===== src/hdl/srfs_pkg.sv =====
// Package with shared constants, types and a helper function of the slot scheduler.
`default_nettype none
package srfs_pkg;

  localparam int unsigned SLOT_MAX       = 64;
  localparam int unsigned SLOT_COUNT_DEF = 64;
  localparam int unsigned IDX_W          = 6;
  localparam int unsigned KIND_W         = 3;
  localparam int unsigned QUEUE_DEPTH    = 2;
  localparam int unsigned QPTR_W         = (QUEUE_DEPTH > 1) ? $clog2(QUEUE_DEPTH) : 1;
  localparam int unsigned QCNT_W         = $clog2(QUEUE_DEPTH + 1);
  localparam int unsigned PADDR_W        = 3;
  localparam int unsigned PDATA_W        = 32;

  typedef enum logic [1:0] {
    OP_CREATE = 2'd0,
    OP_SIGNAL = 2'd1,
    OP_UNSUB  = 2'd2,
    OP_PASS   = 2'd3
  } op_e_t;

  typedef enum logic [2:0] {
    CMD_CREATE,
    CMD_CREATE_FAIL,
    CMD_SIGNAL,
    CMD_UNSUB,
    CMD_PASS
  } cmd_e_t;

  typedef enum logic [KIND_W-1:0] {
    KIND_CREATED       = 3'd0,
    KIND_CREATE_FAILED = 3'd1,
    KIND_SIGNAL_DONE   = 3'd2,
    KIND_SERVICE_RUN   = 3'd3,
    KIND_SERVICE_END   = 3'd4,
    KIND_PASS_EMPTY    = 3'd5
  } kind_e_t;

  typedef enum logic {
    BK_IDLE,
    BK_PASS
  } back_state_t;

  typedef enum logic {
    REG_NOTIFY_ENABLED = 1'b0
  } reg_idx_t;

  typedef struct packed {
    cmd_e_t           cmd;
    logic [IDX_W-1:0] idx;
    logic             in_range;
    logic             has_end;
  } cmd_t;

  function automatic logic [IDX_W-1:0] lowest_set(logic [SLOT_MAX-1:0] v);
    logic [IDX_W-1:0] r;
    r = '0;
    for (int k = SLOT_MAX - 1; k >= 0; k--) begin
      if (v[k]) begin
        r = IDX_W'(k);
      end
    end
    return r;
  endfunction

endpackage
`default_nettype wire


===== src/hdl/srfs_if.sv =====
// Valid/ready channel interfaces for input words and result words.
`default_nettype none
interface srfs_in_if;
  logic                        valid;
  logic                        ready;
  logic [1:0]                  operation;
  logic [srfs_pkg::IDX_W-1:0]  slot_index;
  logic                        has_handler;
  logic                        has_end_handler;

  modport source (output valid, operation, slot_index, has_handler, has_end_handler,
                  input ready);
  modport sink (input valid, operation, slot_index, has_handler, has_end_handler,
                output ready);
endinterface

interface srfs_out_if;
  logic                         valid;
  logic                         ready;
  logic [srfs_pkg::KIND_W-1:0]  kind;
  logic [srfs_pkg::IDX_W-1:0]   result_slot;
  logic                         notify;
  logic                         end_handler_present;
  logic                         pending_any;
  logic                         last;

  modport source (output valid, kind, result_slot, notify, end_handler_present,
                  pending_any, last, input ready);
  modport sink (input valid, kind, result_slot, notify, end_handler_present,
                pending_any, last, output ready);
endinterface
`default_nettype wire


===== src/hdl/srfs_front.sv =====
// Front end that accepts input words and classifies them into commands.
`default_nettype none
module srfs_front #(
  parameter int unsigned SLOT_COUNT = srfs_pkg::SLOT_COUNT_DEF
) (
  srfs_in_if.sink          in_chan,
  output logic             push_valid,
  input  logic             push_ready,
  output srfs_pkg::cmd_t   push_cmd
);

  srfs_pkg::op_e_t op;

  assign op             = srfs_pkg::op_e_t'(in_chan.operation);
  assign push_valid     = in_chan.valid;
  assign in_chan.ready  = push_ready;

  always_comb begin
    push_cmd.idx      = in_chan.slot_index;
    push_cmd.has_end  = in_chan.has_end_handler;
    push_cmd.in_range = ((srfs_pkg::IDX_W + 1)'(in_chan.slot_index)
                         < (srfs_pkg::IDX_W + 1)'(SLOT_COUNT));
    unique case (op)
      srfs_pkg::OP_CREATE: begin
        push_cmd.cmd = in_chan.has_handler ? srfs_pkg::CMD_CREATE : srfs_pkg::CMD_CREATE_FAIL;
      end
      srfs_pkg::OP_SIGNAL: begin
        push_cmd.cmd = srfs_pkg::CMD_SIGNAL;
      end
      srfs_pkg::OP_UNSUB: begin
        push_cmd.cmd = srfs_pkg::CMD_UNSUB;
      end
      default: begin
        push_cmd.cmd = srfs_pkg::CMD_PASS;
      end
    endcase
  end

endmodule
`default_nettype wire


===== src/hdl/srfs_queue.sv =====
// Short command queue between the front end and the back end.
`default_nettype none
module srfs_queue (
  input  logic             clk,
  input  logic             rst_n,
  input  logic             push_valid,
  output logic             push_ready,
  input  srfs_pkg::cmd_t   push_cmd,
  output logic             pop_valid,
  input  logic             pop_ready,
  output srfs_pkg::cmd_t   pop_cmd
);

  srfs_pkg::cmd_t                   mem_r [srfs_pkg::QUEUE_DEPTH];
  logic [srfs_pkg::QPTR_W-1:0]      wr_ptr_r, wr_ptr_nxt;
  logic [srfs_pkg::QPTR_W-1:0]      rd_ptr_r, rd_ptr_nxt;
  logic [srfs_pkg::QCNT_W-1:0]      count_r, count_nxt;
  logic                             do_push, do_pop;

  assign push_ready = (count_r != srfs_pkg::QCNT_W'(srfs_pkg::QUEUE_DEPTH));
  assign pop_valid  = (count_r != '0);
  assign pop_cmd    = mem_r[rd_ptr_r];
  assign do_push    = push_valid && push_ready;
  assign do_pop     = pop_valid && pop_ready;

  always_comb begin
    wr_ptr_nxt = wr_ptr_r;
    rd_ptr_nxt = rd_ptr_r;
    count_nxt  = count_r;
    if (do_push) begin
      wr_ptr_nxt = (wr_ptr_r == srfs_pkg::QPTR_W'(srfs_pkg::QUEUE_DEPTH - 1)) ? '0
                   : wr_ptr_r + 1'b1;
    end
    if (do_pop) begin
      rd_ptr_nxt = (rd_ptr_r == srfs_pkg::QPTR_W'(srfs_pkg::QUEUE_DEPTH - 1)) ? '0
                   : rd_ptr_r + 1'b1;
    end
    if (do_push && !do_pop) begin
      count_nxt = count_r + 1'b1;
    end else if (do_pop && !do_push) begin
      count_nxt = count_r - 1'b1;
    end
  end

  always_ff @(posedge clk) begin
    if (!rst_n) begin
      wr_ptr_r <= '0;
      rd_ptr_r <= '0;
      count_r  <= '0;
    end else begin
      wr_ptr_r <= wr_ptr_nxt;
      rd_ptr_r <= rd_ptr_nxt;
      count_r  <= count_nxt;
    end
  end

  always_ff @(posedge clk) begin
    if (do_push) begin
      mem_r[wr_ptr_r] <= push_cmd;
    end
  end

endmodule
`default_nettype wire


===== src/hdl/srfs_back.sv =====
// Back end that holds the slot table, runs commands and service passes, and registers results.
`default_nettype none
module srfs_back #(
  parameter int unsigned SLOT_COUNT = srfs_pkg::SLOT_COUNT_DEF
) (
  input  logic             clk,
  input  logic             rst_n,
  input  logic             notify_en,
  input  logic             q_valid,
  output logic             q_ready,
  input  srfs_pkg::cmd_t   q_cmd,
  srfs_out_if.source       out_chan
);

  localparam int unsigned SLOT_W = $clog2(SLOT_COUNT);

  srfs_pkg::back_state_t           state_r, state_nxt;
  logic [SLOT_COUNT-1:0]           pend_r, pend_nxt;
  logic [SLOT_COUNT-1:0]           free_r, free_nxt;
  logic [SLOT_COUNT-1:0]           ending_r, ending_nxt;
  logic [SLOT_COUNT-1:0]           endh_r, endh_nxt;
  logic                            out_valid_r, out_valid_nxt;
  srfs_pkg::kind_e_t               kind_r, kind_nxt;
  logic [srfs_pkg::IDX_W-1:0]      slot_r, slot_nxt;
  logic                            notify_r, notify_nxt;
  logic                            endhp_r, endhp_nxt;
  logic                            pany_r, pany_nxt;
  logic                            last_r, last_nxt;
  logic                            out_free, pop, svc, load;
  logic [SLOT_W-1:0]               lo_pend, lo_free, sidx;
  logic [SLOT_COUNT-1:0]           rest;

  assign out_free = !out_valid_r || out_chan.ready;
  assign pop      = (state_r == srfs_pkg::BK_IDLE) && q_valid && out_free;
  assign q_ready  = pop;
  assign svc      = out_free && ((state_r == srfs_pkg::BK_PASS)
                    || (pop && (q_cmd.cmd == srfs_pkg::CMD_PASS) && (pend_r != '0)));
  assign load     = svc || pop;
  assign lo_pend  = SLOT_W'(srfs_pkg::lowest_set(srfs_pkg::SLOT_MAX'(pend_r)));
  assign lo_free  = SLOT_W'(srfs_pkg::lowest_set(srfs_pkg::SLOT_MAX'(free_r)));
  assign sidx     = q_cmd.idx[SLOT_W-1:0];

  always_comb begin
    state_nxt  = state_r;
    pend_nxt   = pend_r;
    free_nxt   = free_r;
    ending_nxt = ending_r;
    endh_nxt   = endh_r;
    kind_nxt   = kind_r;
    slot_nxt   = slot_r;
    notify_nxt = 1'b0;
    endhp_nxt  = 1'b0;
    pany_nxt   = |pend_r;
    last_nxt   = 1'b1;
    rest       = pend_r;
    if (svc) begin
      rest          = pend_r;
      rest[lo_pend] = 1'b0;
      pend_nxt      = rest;
      slot_nxt      = srfs_pkg::IDX_W'(lo_pend);
      last_nxt      = (rest == '0);
      pany_nxt      = (rest != '0);
      state_nxt     = (rest == '0) ? srfs_pkg::BK_IDLE : srfs_pkg::BK_PASS;
      if (ending_r[lo_pend]) begin
        ending_nxt[lo_pend] = 1'b0;
        free_nxt[lo_pend]   = 1'b1;
        kind_nxt            = srfs_pkg::KIND_SERVICE_END;
        endhp_nxt           = endh_r[lo_pend];
      end else begin
        kind_nxt = srfs_pkg::KIND_SERVICE_RUN;
      end
    end else if (pop) begin
      unique case (q_cmd.cmd)
        srfs_pkg::CMD_CREATE: begin
          if (free_r != '0) begin
            free_nxt[lo_free] = 1'b0;
            endh_nxt[lo_free] = q_cmd.has_end;
            kind_nxt          = srfs_pkg::KIND_CREATED;
            slot_nxt          = srfs_pkg::IDX_W'(lo_free);
          end else begin
            kind_nxt = srfs_pkg::KIND_CREATE_FAILED;
            slot_nxt = '0;
          end
        end
        srfs_pkg::CMD_CREATE_FAIL: begin
          kind_nxt = srfs_pkg::KIND_CREATE_FAILED;
          slot_nxt = '0;
        end
        srfs_pkg::CMD_SIGNAL, srfs_pkg::CMD_UNSUB: begin
          kind_nxt = srfs_pkg::KIND_SIGNAL_DONE;
          slot_nxt = q_cmd.idx;
          if (q_cmd.in_range) begin
            notify_nxt     = !pend_r[sidx] && notify_en;
            pend_nxt[sidx] = 1'b1;
            pany_nxt       = 1'b1;
            if (q_cmd.cmd == srfs_pkg::CMD_UNSUB) begin
              free_nxt[sidx]   = 1'b0;
              ending_nxt[sidx] = 1'b1;
            end
          end
        end
        default: begin
          kind_nxt = srfs_pkg::KIND_PASS_EMPTY;
          slot_nxt = '0;
          pany_nxt = 1'b0;
        end
      endcase
    end
    out_valid_nxt = load || (out_valid_r && !out_chan.ready);
  end

  always_ff @(posedge clk) begin
    if (!rst_n) begin
      state_r     <= srfs_pkg::BK_IDLE;
      pend_r      <= '0;
      free_r      <= '1;
      ending_r    <= '0;
      endh_r      <= '0;
      out_valid_r <= 1'b0;
    end else begin
      state_r     <= state_nxt;
      pend_r      <= pend_nxt;
      free_r      <= free_nxt;
      ending_r    <= ending_nxt;
      endh_r      <= endh_nxt;
      out_valid_r <= out_valid_nxt;
    end
  end

  always_ff @(posedge clk) begin
    if (load) begin
      kind_r   <= kind_nxt;
      slot_r   <= slot_nxt;
      notify_r <= notify_nxt;
      endhp_r  <= endhp_nxt;
      pany_r   <= pany_nxt;
      last_r   <= last_nxt;
    end
  end

  assign out_chan.valid               = out_valid_r;
  assign out_chan.kind                = kind_r;
  assign out_chan.result_slot         = slot_r;
  assign out_chan.notify              = notify_r;
  assign out_chan.end_handler_present = endhp_r;
  assign out_chan.pending_any         = pany_r;
  assign out_chan.last                = last_r;

endmodule
`default_nettype wire


===== src/hdl/slot_request_flag_scheduler.sv =====
// Top level of the slot request flag scheduler with its configuration port.
// An accepted input word is queued; its result is registered when the back end pops it.
// In the back end, create, signal and unsubscribe go one word per cycle when not stalled.
// A service pass serves pending slots by priority encoder, one result per unstalled cycle.
// Synchronous active-low reset frees all slots and clears pending and end-handler bits.
// Reset also clears the notification enable; no clearing pass follows reset.
`default_nettype none
module slot_request_flag_scheduler #(
  parameter int unsigned SLOT_COUNT = srfs_pkg::SLOT_COUNT_DEF
) (
  input  logic                           clk,
  input  logic                           rst_n,
  srfs_in_if.sink                        in_chan,
  srfs_out_if.source                     out_chan,
  input  logic                           psel,
  input  logic                           penable,
  input  logic                           pwrite,
  input  logic [srfs_pkg::PADDR_W-1:0]   paddr,
  input  logic [srfs_pkg::PDATA_W-1:0]   pwdata,
  output logic [srfs_pkg::PDATA_W-1:0]   prdata,
  output logic                           pready
);

  logic               notify_en_r, notify_en_nxt;
  logic               push_valid, push_ready, q_valid, q_ready;
  srfs_pkg::cmd_t     push_cmd, q_cmd;
  srfs_pkg::reg_idx_t reg_sel;
  logic               reg_hit;

  assign pready  = 1'b1;
  assign reg_sel = srfs_pkg::reg_idx_t'(paddr[2]);
  assign reg_hit = (paddr[srfs_pkg::PADDR_W-1:2] == '0)
                   && (reg_sel == srfs_pkg::REG_NOTIFY_ENABLED);

  always_comb begin
    notify_en_nxt = notify_en_r;
    if (psel && penable && pwrite && pready && reg_hit) begin
      notify_en_nxt = pwdata[0];
    end
    prdata = reg_hit ? srfs_pkg::PDATA_W'(notify_en_r) : '0;
  end

  always_ff @(posedge clk) begin
    if (!rst_n) begin
      notify_en_r <= 1'b0;
    end else begin
      notify_en_r <= notify_en_nxt;
    end
  end

  srfs_front #(
    .SLOT_COUNT (SLOT_COUNT)
  ) u_front (
    .in_chan    (in_chan),
    .push_valid (push_valid),
    .push_ready (push_ready),
    .push_cmd   (push_cmd)
  );

  srfs_queue u_queue (
    .clk        (clk),
    .rst_n      (rst_n),
    .push_valid (push_valid),
    .push_ready (push_ready),
    .push_cmd   (push_cmd),
    .pop_valid  (q_valid),
    .pop_ready  (q_ready),
    .pop_cmd    (q_cmd)
  );

  srfs_back #(
    .SLOT_COUNT (SLOT_COUNT)
  ) u_back (
    .clk       (clk),
    .rst_n     (rst_n),
    .notify_en (notify_en_r),
    .q_valid   (q_valid),
    .q_ready   (q_ready),
    .q_cmd     (q_cmd),
    .out_chan  (out_chan)
  );

endmodule
`default_nettype wire

===== src/flat_wrapper.sv =====
// flat-port wrapper written by rule: the top's interface ports become plain ports
module slot_request_flag_scheduler_flat 
#(
  parameter int unsigned SLOT_COUNT = srfs_pkg::SLOT_COUNT_DEF
)
  (clk, rst_n, psel, penable, pwrite, paddr, pwdata, prdata, pready, in_chan_valid, in_chan_operation, in_chan_slot_index, in_chan_has_handler, in_chan_has_end_handler, in_chan_ready, out_chan_valid, out_chan_kind, out_chan_result_slot, out_chan_notify, out_chan_end_handler_present, out_chan_pending_any, out_chan_last, out_chan_ready);
  srfs_in_if in_chan_i ();
  srfs_out_if out_chan_i ();
  input  logic clk;
  input  logic rst_n;
  input  logic psel;
  input  logic penable;
  input  logic pwrite;
  input  logic [srfs_pkg::PADDR_W-1:0] paddr;
  input  logic [srfs_pkg::PDATA_W-1:0] pwdata;
  output logic [srfs_pkg::PDATA_W-1:0] prdata;
  output logic pready;
  input wire logic [$bits(in_chan_i.valid)-1:0] in_chan_valid;
  input wire logic [$bits(in_chan_i.operation)-1:0] in_chan_operation;
  input wire logic [$bits(in_chan_i.slot_index)-1:0] in_chan_slot_index;
  input wire logic [$bits(in_chan_i.has_handler)-1:0] in_chan_has_handler;
  input wire logic [$bits(in_chan_i.has_end_handler)-1:0] in_chan_has_end_handler;
  output wire logic [$bits(in_chan_i.ready)-1:0] in_chan_ready;
  output wire logic [$bits(out_chan_i.valid)-1:0] out_chan_valid;
  output wire logic [$bits(out_chan_i.kind)-1:0] out_chan_kind;
  output wire logic [$bits(out_chan_i.result_slot)-1:0] out_chan_result_slot;
  output wire logic [$bits(out_chan_i.notify)-1:0] out_chan_notify;
  output wire logic [$bits(out_chan_i.end_handler_present)-1:0] out_chan_end_handler_present;
  output wire logic [$bits(out_chan_i.pending_any)-1:0] out_chan_pending_any;
  output wire logic [$bits(out_chan_i.last)-1:0] out_chan_last;
  input wire logic [$bits(out_chan_i.ready)-1:0] out_chan_ready;
  assign in_chan_i.valid = in_chan_valid;
  assign in_chan_i.operation = in_chan_operation;
  assign in_chan_i.slot_index = in_chan_slot_index;
  assign in_chan_i.has_handler = in_chan_has_handler;
  assign in_chan_i.has_end_handler = in_chan_has_end_handler;
  assign in_chan_ready = in_chan_i.ready;
  assign out_chan_valid = out_chan_i.valid;
  assign out_chan_kind = out_chan_i.kind;
  assign out_chan_result_slot = out_chan_i.result_slot;
  assign out_chan_notify = out_chan_i.notify;
  assign out_chan_end_handler_present = out_chan_i.end_handler_present;
  assign out_chan_pending_any = out_chan_i.pending_any;
  assign out_chan_last = out_chan_i.last;
  assign out_chan_i.ready = out_chan_ready;
  slot_request_flag_scheduler #(.SLOT_COUNT(SLOT_COUNT)) u_core (.clk(clk), .rst_n(rst_n), .in_chan(in_chan_i), .out_chan(out_chan_i), .psel(psel), .penable(penable), .pwrite(pwrite), .paddr(paddr), .pwdata(pwdata), .prdata(prdata), .pready(pready));
endmodule

===== config.mk =====
export PLATFORM = sky130hd
export DESIGN_NAME = slot_request_flag_scheduler_flat
export DESIGN_NICKNAME = d
export VERILOG_FILES = /design/src/hdl/srfs_pkg.sv /design/src/hdl/srfs_if.sv /design/src/hdl/srfs_front.sv /design/src/hdl/srfs_queue.sv /design/src/hdl/srfs_back.sv /design/src/hdl/slot_request_flag_scheduler.sv /design/src/flat_wrapper.sv
export SDC_FILE = /design/constraint.sdc
export NUM_CORES = 1
export LEC_CHECK = 0
export ABC_AREA = 0
export BUFFER_PORTS_ARGS = -buffer_cell sky130_fd_sc_hd__buf_2
export CAP_MARGIN = 20
export CORE_MARGIN = 2
export CORE_UTILIZATION = 45
export CTS_BUF_LIST = sky130_fd_sc_hd__clkbuf_8
export CTS_CLUSTER_DIAMETER = 200
export DETAILED_ROUTE_END_ITERATION = 7
export PLACE_DENSITY = 0.7
export SLEW_MARGIN = 40
export SYNTH_ARGS = -nofsm -noshare
export SYNTH_HDL_FRONTEND = slang
export SYNTH_SLANG_ARGS = --single-unit

===== constraint.sdc =====
create_clock -name clk -period 4.2 [get_ports clk]
set_clock_uncertainty 0.15 [all_clocks]
set_input_delay 0 -clock clk [delete_from_list [all_inputs] [get_ports clk]]
set_output_delay 0 -clock clk [all_outputs]
set_load 0.02 [all_outputs]

# --- Yosys cells after proc, flatten, opt, wreduce, memory -nomap -nowiden ---
# Memory sizes are Yosys's and may differ from the RTL's. A register that Yosys moved wholly into a read port is not among the register bits.
# Cells that the tools add are included.
# Widths: inputs -> output; s select.
classes:
  n_bitwise: 16
  addsub: 4
  mul: 0
  eq_ne: 11
  magnitude_cmp: 6
  div: 0
  n_mux: 183
  reduce_logical: 49
  shift: 0
ops:
  columns: ["op", "n"]
  rows:
  - ["$mux 64", 16]
  - ["$mux 6", 131]
  - ["$and 64x64->64", 4]
  - ["$not 64->64", 3]
  - ["$or 64x64->64", 3]
  - ["$reduce_bool 64->1", 3]
  - ["$pmux 64 s2", 1]
  - ["$bwmux 64", 1]
  - ["$logic_not 64->1", 1]
  - ["$reduce_or 64->1", 1]
  - ["$lt 6x7->1 const B", 3]
  - ["$mux 1", 19]
  - ["$bmux 1 s6", 3]
  - ["$demux 1 s6", 3]
  - ["$ge 6x1->1 const B", 3]
  - ["$pmux 3 s3", 2]
  - ["$logic_and 1x1->1", 17]
  - ["$pmux 6 s2", 1]
  - ["$reduce_bool 2->1", 6]
  - ["$mux 3", 3]
  - ["$eq 3x2->1 const B", 2]
  - ["$ne 3x3->1 const B", 2]
  - ["$reduce_and 6->1", 1]
  - ["$logic_not 1->1", 5]
  - ["other kinds (24)", 35]
word_totals:
  output_inout_bits: 48
  latchBits: 0
  inputBits: 52
  wordCells: 286
  register_bits: 276
  ramBits: 20
  romBits: 0
  memories: 1
mem_list:
  columns: ["memory", "words", "word_bits", "rd", "rd_ports_with_merged_regs", "write_ports", "line", "text"]
  rows:
  - ["u_core.u_queue.mem_r", 2, 10, 1, 1, 1, "srfs_queue.sv:14", "srfs_pkg::cmd_t mem_r [srfs_pkg::QUEUE_DEPTH];"]

# --- Logic depth before layout (Yosys ltp) ---
logic_depth:
  word_depth: 74
  depth_mapped: 17
  mapped_depth_nobuf: 12

# --- By module ---
# A second synthesis with hierarchy kept.
unflattened:
  cells_unflattened: 2247
  hier_area_um2: 17382.9
by_module_without_submodules:
  columns: ["module", "cells_per_inst", "n_inst", "area_per_inst_um2", "seq_area_each_um2"]
  rows:
  - ["srfs_back", 2132, 1, 15906.5, 5555.3]
  - ["srfs_queue", 58, 1, 1032.2, 760.7]
  - ["slot_request_flag_scheduler", 40, 1, 315.3, 20.0]
  - ["srfs_front", 17, 1, 128.9, 0.0]

# --- Worst setup path before layout ---
# OpenSTA, ideal clock, no wires.
synth_path:
  path_kind: "register to register"
  start: "register u_core.u_back.pend_r[56]"
  end: "register u_core.u_back.ending_r[49]"
  stages_incl_launch_ff: 17
  path_slack_ns: 0.016
  path_buffers: 4
  required_time_ns: 3.919
  setup_time_ns: 0.131
  t_arrival_ns: 3.903
  period_less_slack_ns: 4.184
  path_cell_list: "dfxtp_1 > or4_4 > o211a_1 > nor3_4 > nor2_1 > o31a_1 > o31ai_4 > or2_1 > buf_4 > o22ai_1 > o31a_1 > or4_1 > buf_2 > buf_6 > buf_4 > o311ai_1 > o31ai_1"
synth_via:
  elab_chain_len: 65
  word_cells_on_any_way: 78
  cone_classes: "order compare (2); eq/ne (1); mux (63); bitwise (2); reduce/logical (10)"
synth_lines:
  columns: ["element", "line", "text"]
  rows:
  - ["start, declared", "srfs_back.sv:18", "logic [SLOT_COUNT-1:0] pend_r, pend_nxt;"]
  - ["start signal, assigned", "srfs_back.sv:122", "pend_r <= pend_nxt;"]
  - ["$mux 6 (57 in a row)", "srfs_pkg.sv:59", "if (v[k]) begin"]
  - ["$lt 6x7->1 (not written as such) or $ge 6x1->1 (tied branches)", "srfs_back.sv:65", "ending_nxt[lo_pend] = 1'b0;"]
  - ["$logic_and 1x1->1 (not written as such)", "srfs_back.sv:65", null]
  - ["$mux 1 (not written as such)", "srfs_back.sv:65", null]
  - ["$demux 1 s6", "srfs_back.sv:65", null]
  - ["$not 64->64 (no line)", null, null]
  - ["$and 64x64->64 (no line)", null, null]
  - ["$mux 64", "srfs_back.sv:64", "if (ending_r[lo_pend]) begin"]
  - ["$mux 64", "srfs_back.sv:56", "if (svc) begin"]
  - ["end signal, assigned", "srfs_back.sv:124", "ending_r <= ending_nxt;"]
  - ["end, declared", "srfs_back.sv:20", "logic [SLOT_COUNT-1:0] ending_r, ending_nxt;"]
# Several ways; a longest one is shown, not always the timed one. The select of a mux whose other input is x is not followed.
# A chain may end at the register's enable or synchronous reset.

# --- Worst setup path in the final report ---
layout_path:
  start: "register u_core.u_back.pend_r[55]"
  end: "register u_core.u_back.free_r[27]"
layout_via:
  elab_chain_len: 63
  word_cells_on_any_way: 77
  cone_classes: "order compare (2); eq/ne (4); mux (62); bitwise (1); reduce/logical (8)"
layout_lines:
  columns: ["element", "line", "text"]
  rows:
  - ["$mux 6 (56 in a row)", "srfs_pkg.sv:59", null]
  - ["$lt 6x7->1 (not written as such) or $ge 6x1->1 (tied branches)", "srfs_back.sv:66", "free_nxt[lo_pend] = 1'b1;"]
  - ["$logic_and 1x1->1 (not written as such)", "srfs_back.sv:66", null]
  - ["$mux 1 (not written as such)", "srfs_back.sv:66", null]
  - ["$demux 1 s6", "srfs_back.sv:66", null]
  - ["$or 64x64->64 (no line)", null, null]
  - ["$mux 64", "srfs_back.sv:64", null]
  - ["$mux 64", "srfs_back.sv:56", null]
  - ["end signal, assigned", "srfs_back.sv:123", "free_r <= free_nxt;"]
  - ["end, declared", "srfs_back.sv:19", "logic [SLOT_COUNT-1:0] free_r, free_nxt;"]
# Several ways; a longest one is shown, not always the timed one. The select of a mux whose other input is x is not followed.

==> run metrics <==
via count=22000; Distinct cells, synth=92; CP startpoint kind=flip-flop; Crit path required time=4.65 ns; sw frac=43.8%; TritonCTS buffer count=52; Layout Area Growth over Synthesis=43.4%; GRT Overall Usage=49.6%; row cnt=71; final instance area=0.0244 mm²; routed length on met3=12.4 mm; CTS tree=yes; Skew-Pair Late Insertion Delay=0.68 ns; Pre-Repair DR Iteration Count=6; DRT antenna net count=0; Yosys reg bits=297; Hold Path Class=in2out; Pint=0.00747 W; Post-synth EDFFs=33; final setup margin=-0.396 ns; Max rail drop VDD=0.000572 V; Avg Cell Area, Syn=7.90 µm²; clk root buf=clkbuf_8; Core Area=0.0375 mm²; largest fanout on the critical path=8; Slew HR=40.4%; dpl cell area=0.0206 mm²; Synth Instances=2157; die footprint=0.0394 mm²; Hold Vio Cnt, Final=0; clock power share=21.8%; Setup violations, final=135; Post-DP HPWL=70.5 mm; # IOs=100; Setup TNS Final=-32.67 ns; RD Place Congestion=1.09; ratio of cells with drive above 1 in the final layout=34.3%; NumNets Final=2654; CP Data Arrival Time=5.04 ns; M1 WL=34.9 mm; DRC=0; Multi-input gate area=0.0115 mm²; final wirelength=99.2 mm; Avg WL per Cell=31.5 µm; CTS Buffer Depth=3; fillers=3119; Starting DRT DRC Count=3302; wire length on met2=42.4 mm; vias per inst=6.98; Main synth FF type=dfxtp_1; Place WS=-1.27 ns; H-Tree Depth=2; Initial Utilization=45.4%; Flop pwr share=23.6%; Final Slew Violations=0; Hold Path Cell Cnt=3; Worst-path clk slew=0.07 ns; Hold Worst Slack=0.128 ns; GRT Residual Overflow=0; power share of the combinational group=54.7%; Worst setup EP type=flip-flop; Port Buffer Count=34; NetSw=0.00583 W; vias in the first global route=21400; FMAX=0.218 GHz; fin util=65.1%; unrepaired setup endpoints after global routing=yes; Worst R2R End=u_core.u_back.free_r[27]$_SDFFE_PN1P_; R2R cell count=18; Worst Hold End=prdata[0]; MaxCap Viol Count=0; failing checks=setup timing; Least-Margin Pin Slew=0.893 ns; pwr/cell area=545 mW/mm²; DIE WIDTH=199 µm; YS warnings=0; hold_sp=paddr[2]; FFs w/ async S/R, synth=0%; Cell Area, Synth=0.0170 mm²; overall die height=199 µm; Sink Count=297; top sig layer=met5; largest net degree at the start of global routing=73; worst reg2reg setup slack=-0.40 ns; Worst R2R Start=u_core.u_back.pend_r[55]$_SDFFE_PN0P_; final worst-path cycle share=109%; run status=complete, but fails checks; post-synthesis sequential area ratio=36.8%; FF/Latch Area=0.00630 mm²; Pleak=9.28 nW; global-route wire length before repair=142 mm; fin crit period=4.60 ns; critical path type=reg2reg; initial antenna violation count=2
-- sequential cells by signal, indices dropped and copies added (netlist names), named ones only --
register and count:
u_core.u_back.out_chan.result_slot 6, u_core.u_back.endh_r 64, u_core.u_back.pend_r 64, u_core.u_queue.wr_ptr_r 1, u_core.u_back.free_r 64, u_core.u_queue.count_r 2, u_core.notify_en_r 1, u_core.u_queue.rd_ptr_r 1
u_core.u_back.state_r 1, u_core.u_back.out_chan.last 1, u_core.u_back.out_chan.notify 1, u_core.u_back.out_chan.pending_any 1, u_core.u_queue.mem_r 20, u_core.u_back.out_chan.kind 3, u_core.u_back.out_chan.end_handler_present 1, u_core.u_back.out_chan.valid 1
u_core.u_back.ending_r 64
-- kinds of logic (layout without fill, tap and decap cells) --
kind of cell | count (synthesis) | after routing | share of synthesized area (%)
simple gates | 789 | 789 | 21.3
buf+inv | 252 | 703 | 6.60
xor+xnor | 4 | 4 | 0.206
other cells | 2 | 33 | 0.0441
compound gates | 792 | 792 | 33.7
mux | 18 | 18 | 1.11
flops | 297 | 297 | 36.8
fa+ha+maj | 3 | 3 | 0.220
-- stage by stage --
step           cells  power (W)
5_1_grt         3149     0.0134
3_3_place_gp    2986    0.00746
6_report        3150     0.0133
3_5_place_dp    2986    0.00749
2_1_floorplan   2187    0.00525
4_1_cts         3135     0.0124
-- synth_stat cells (24+ instances only) --
| library cell | count | area share (%) |
|---|---|---|
| o31a_1 | 25 | 1.3 |
| clkbuf_1 | 138 | 3.0 |
| nand3_1 | 58 | 1.7 |
| nor2_1 | 282 | 6.2 |
| buf_4 | 34 | 1.5 |
| o22ai_1 | 53 | 1.9 |
| o21ai_0 | 139 | 4.1 |
| edfxtp_1 | 33 | 5.8 |
| dfxtp_1 | 264 | 31 |
| o31ai_1 | 37 | 1.6 |
| inv_1 | 51 | 1.1 |
| a2bb2oi_1 | 24 | 1.2 |
| a21oi_1 | 153 | 4.5 |
| o221a_2 | 68 | 4.5 |
| a22oi_1 | 34 | 1.5 |
| nor3_1 | 65 | 1.9 |
| a31oi_1 | 38 | 1.4 |
| nand2_1 | 204 | 4.5 |
| nor4_1 | 49 | 1.8 |
-- power groups by stage --
stage | combinational [W] | sequential, W | clock (W)
final | 0.00727 | 0.00313 | 0.00290
after floorplan | 0.00201 | 0.00324 | 0
after global routing | 0.00729 | 0.00314 | 0.00300
after CTS | 0.00640 | 0.00312 | 0.00287
after detailed placement | 0.00431 | 0.00318 | 0
after global placement | 0.00428 | 0.00317 | 0
-- worst max-delay path, stage by stage, from the launching register on --
cell       delay, ns
dfxtp_1         0.38
buf_4           0.20
nor2_1          0.06
a2111oi_2       0.38
o41ai_2         0.17
a311oi_2        0.35
buf_4           0.20
o21a_1          0.17
buf_4           0.15
nor2_1          0.09
a221oi_1        0.33
nand4b_1        0.19
a21o_1          0.23
or4_4           0.56
buf_12          0.16
buf_12          0.13
buf_16          0.14
o31ai_4         0.33
a2bb2oi_2       0.15
-- worst max-delay path by stage --
stage	slack (ns)	to	start
floorplan	0.02	u_core.u_back.ending_r[49]$_SDFFE_PN0P_	u_core.u_back.pend_r[56]$_SDFFE_PN0P_
detailed placement	-1.27	u_core.u_back.out_chan.pending_any$_DFFE_PP_	u_core.u_back.pend_r[59]$_SDFFE_PN0P_
global route	-0.48	u_core.u_back.free_r[45]$_SDFFE_PN1P_	u_core.u_back.pend_r[55]$_SDFFE_PN0P_
finish	-0.40	u_core.u_back.free_r[27]$_SDFFE_PN1P_	u_core.u_back.pend_r[55]$_SDFFE_PN0P_
CTS	-0.26	u_core.u_back.free_r[27]$_SDFFE_PN1P_	u_core.u_back.pend_r[21]$_SDFFE_PN0P_
global placement	-1.24	u_core.u_back.out_chan.pending_any$_DFFE_PP_	u_core.u_back.pend_r[59]$_SDFFE_PN0P_
-- layout by cell type, fill, tap and decap left out, drive strengths merged, types with 25 or more instances in the layout --
| cell | n |
|---|---|
| buf | 533 |
| nor2 | 283 |
| dfxtp | 264 |
| nand2 | 205 |
| a21oi | 153 |
| o21ai | 148 |
| inv | 74 |
| o221a | 68 |
| nor3 | 68 |
| clkbuf | 59 |
| nand3 | 58 |
| o22ai | 53 |
| nor4 | 49 |
| o31ai | 39 |
| a31oi | 38 |
| a22oi | 34 |
| edfxtp | 33 |
| conb | 32 |
| o31a | 25 |
| a2bb2oi | 25 |
-- cell type report --
class                      count  area share (%)
multi-input combinational   1638            47.0
clock inverter                35            1.13
tap                          511            2.62
sequential                   297            25.8
clock buffer                  58            3.27
antenna                        1          0.0102
timing repair buffer         558            19.4
inverter                      52           0.810
-- what timing repair did --
item | CTS | global route
gates cloned | 6 | 0
pin swaps | 82 | 49
gates resized for setup | 305 | 84
setup buffers | 38 | 15
hold endpoints to repair | 83 | 0
hold buffers | 24 | 0
endpoints found under the setup margin | 129 | 211
-- metal layers --
layer | vias to the layer above | global-route usage [%]
met5 | - | 0
li1 | 9050 | -
met2 | 1922 | 75.1
met3 | 596 | 13.1
met1 | 10400 | 60.1
met4 | 4 | 38.6
Note: power is estimated with default switching activity, not from simulation.
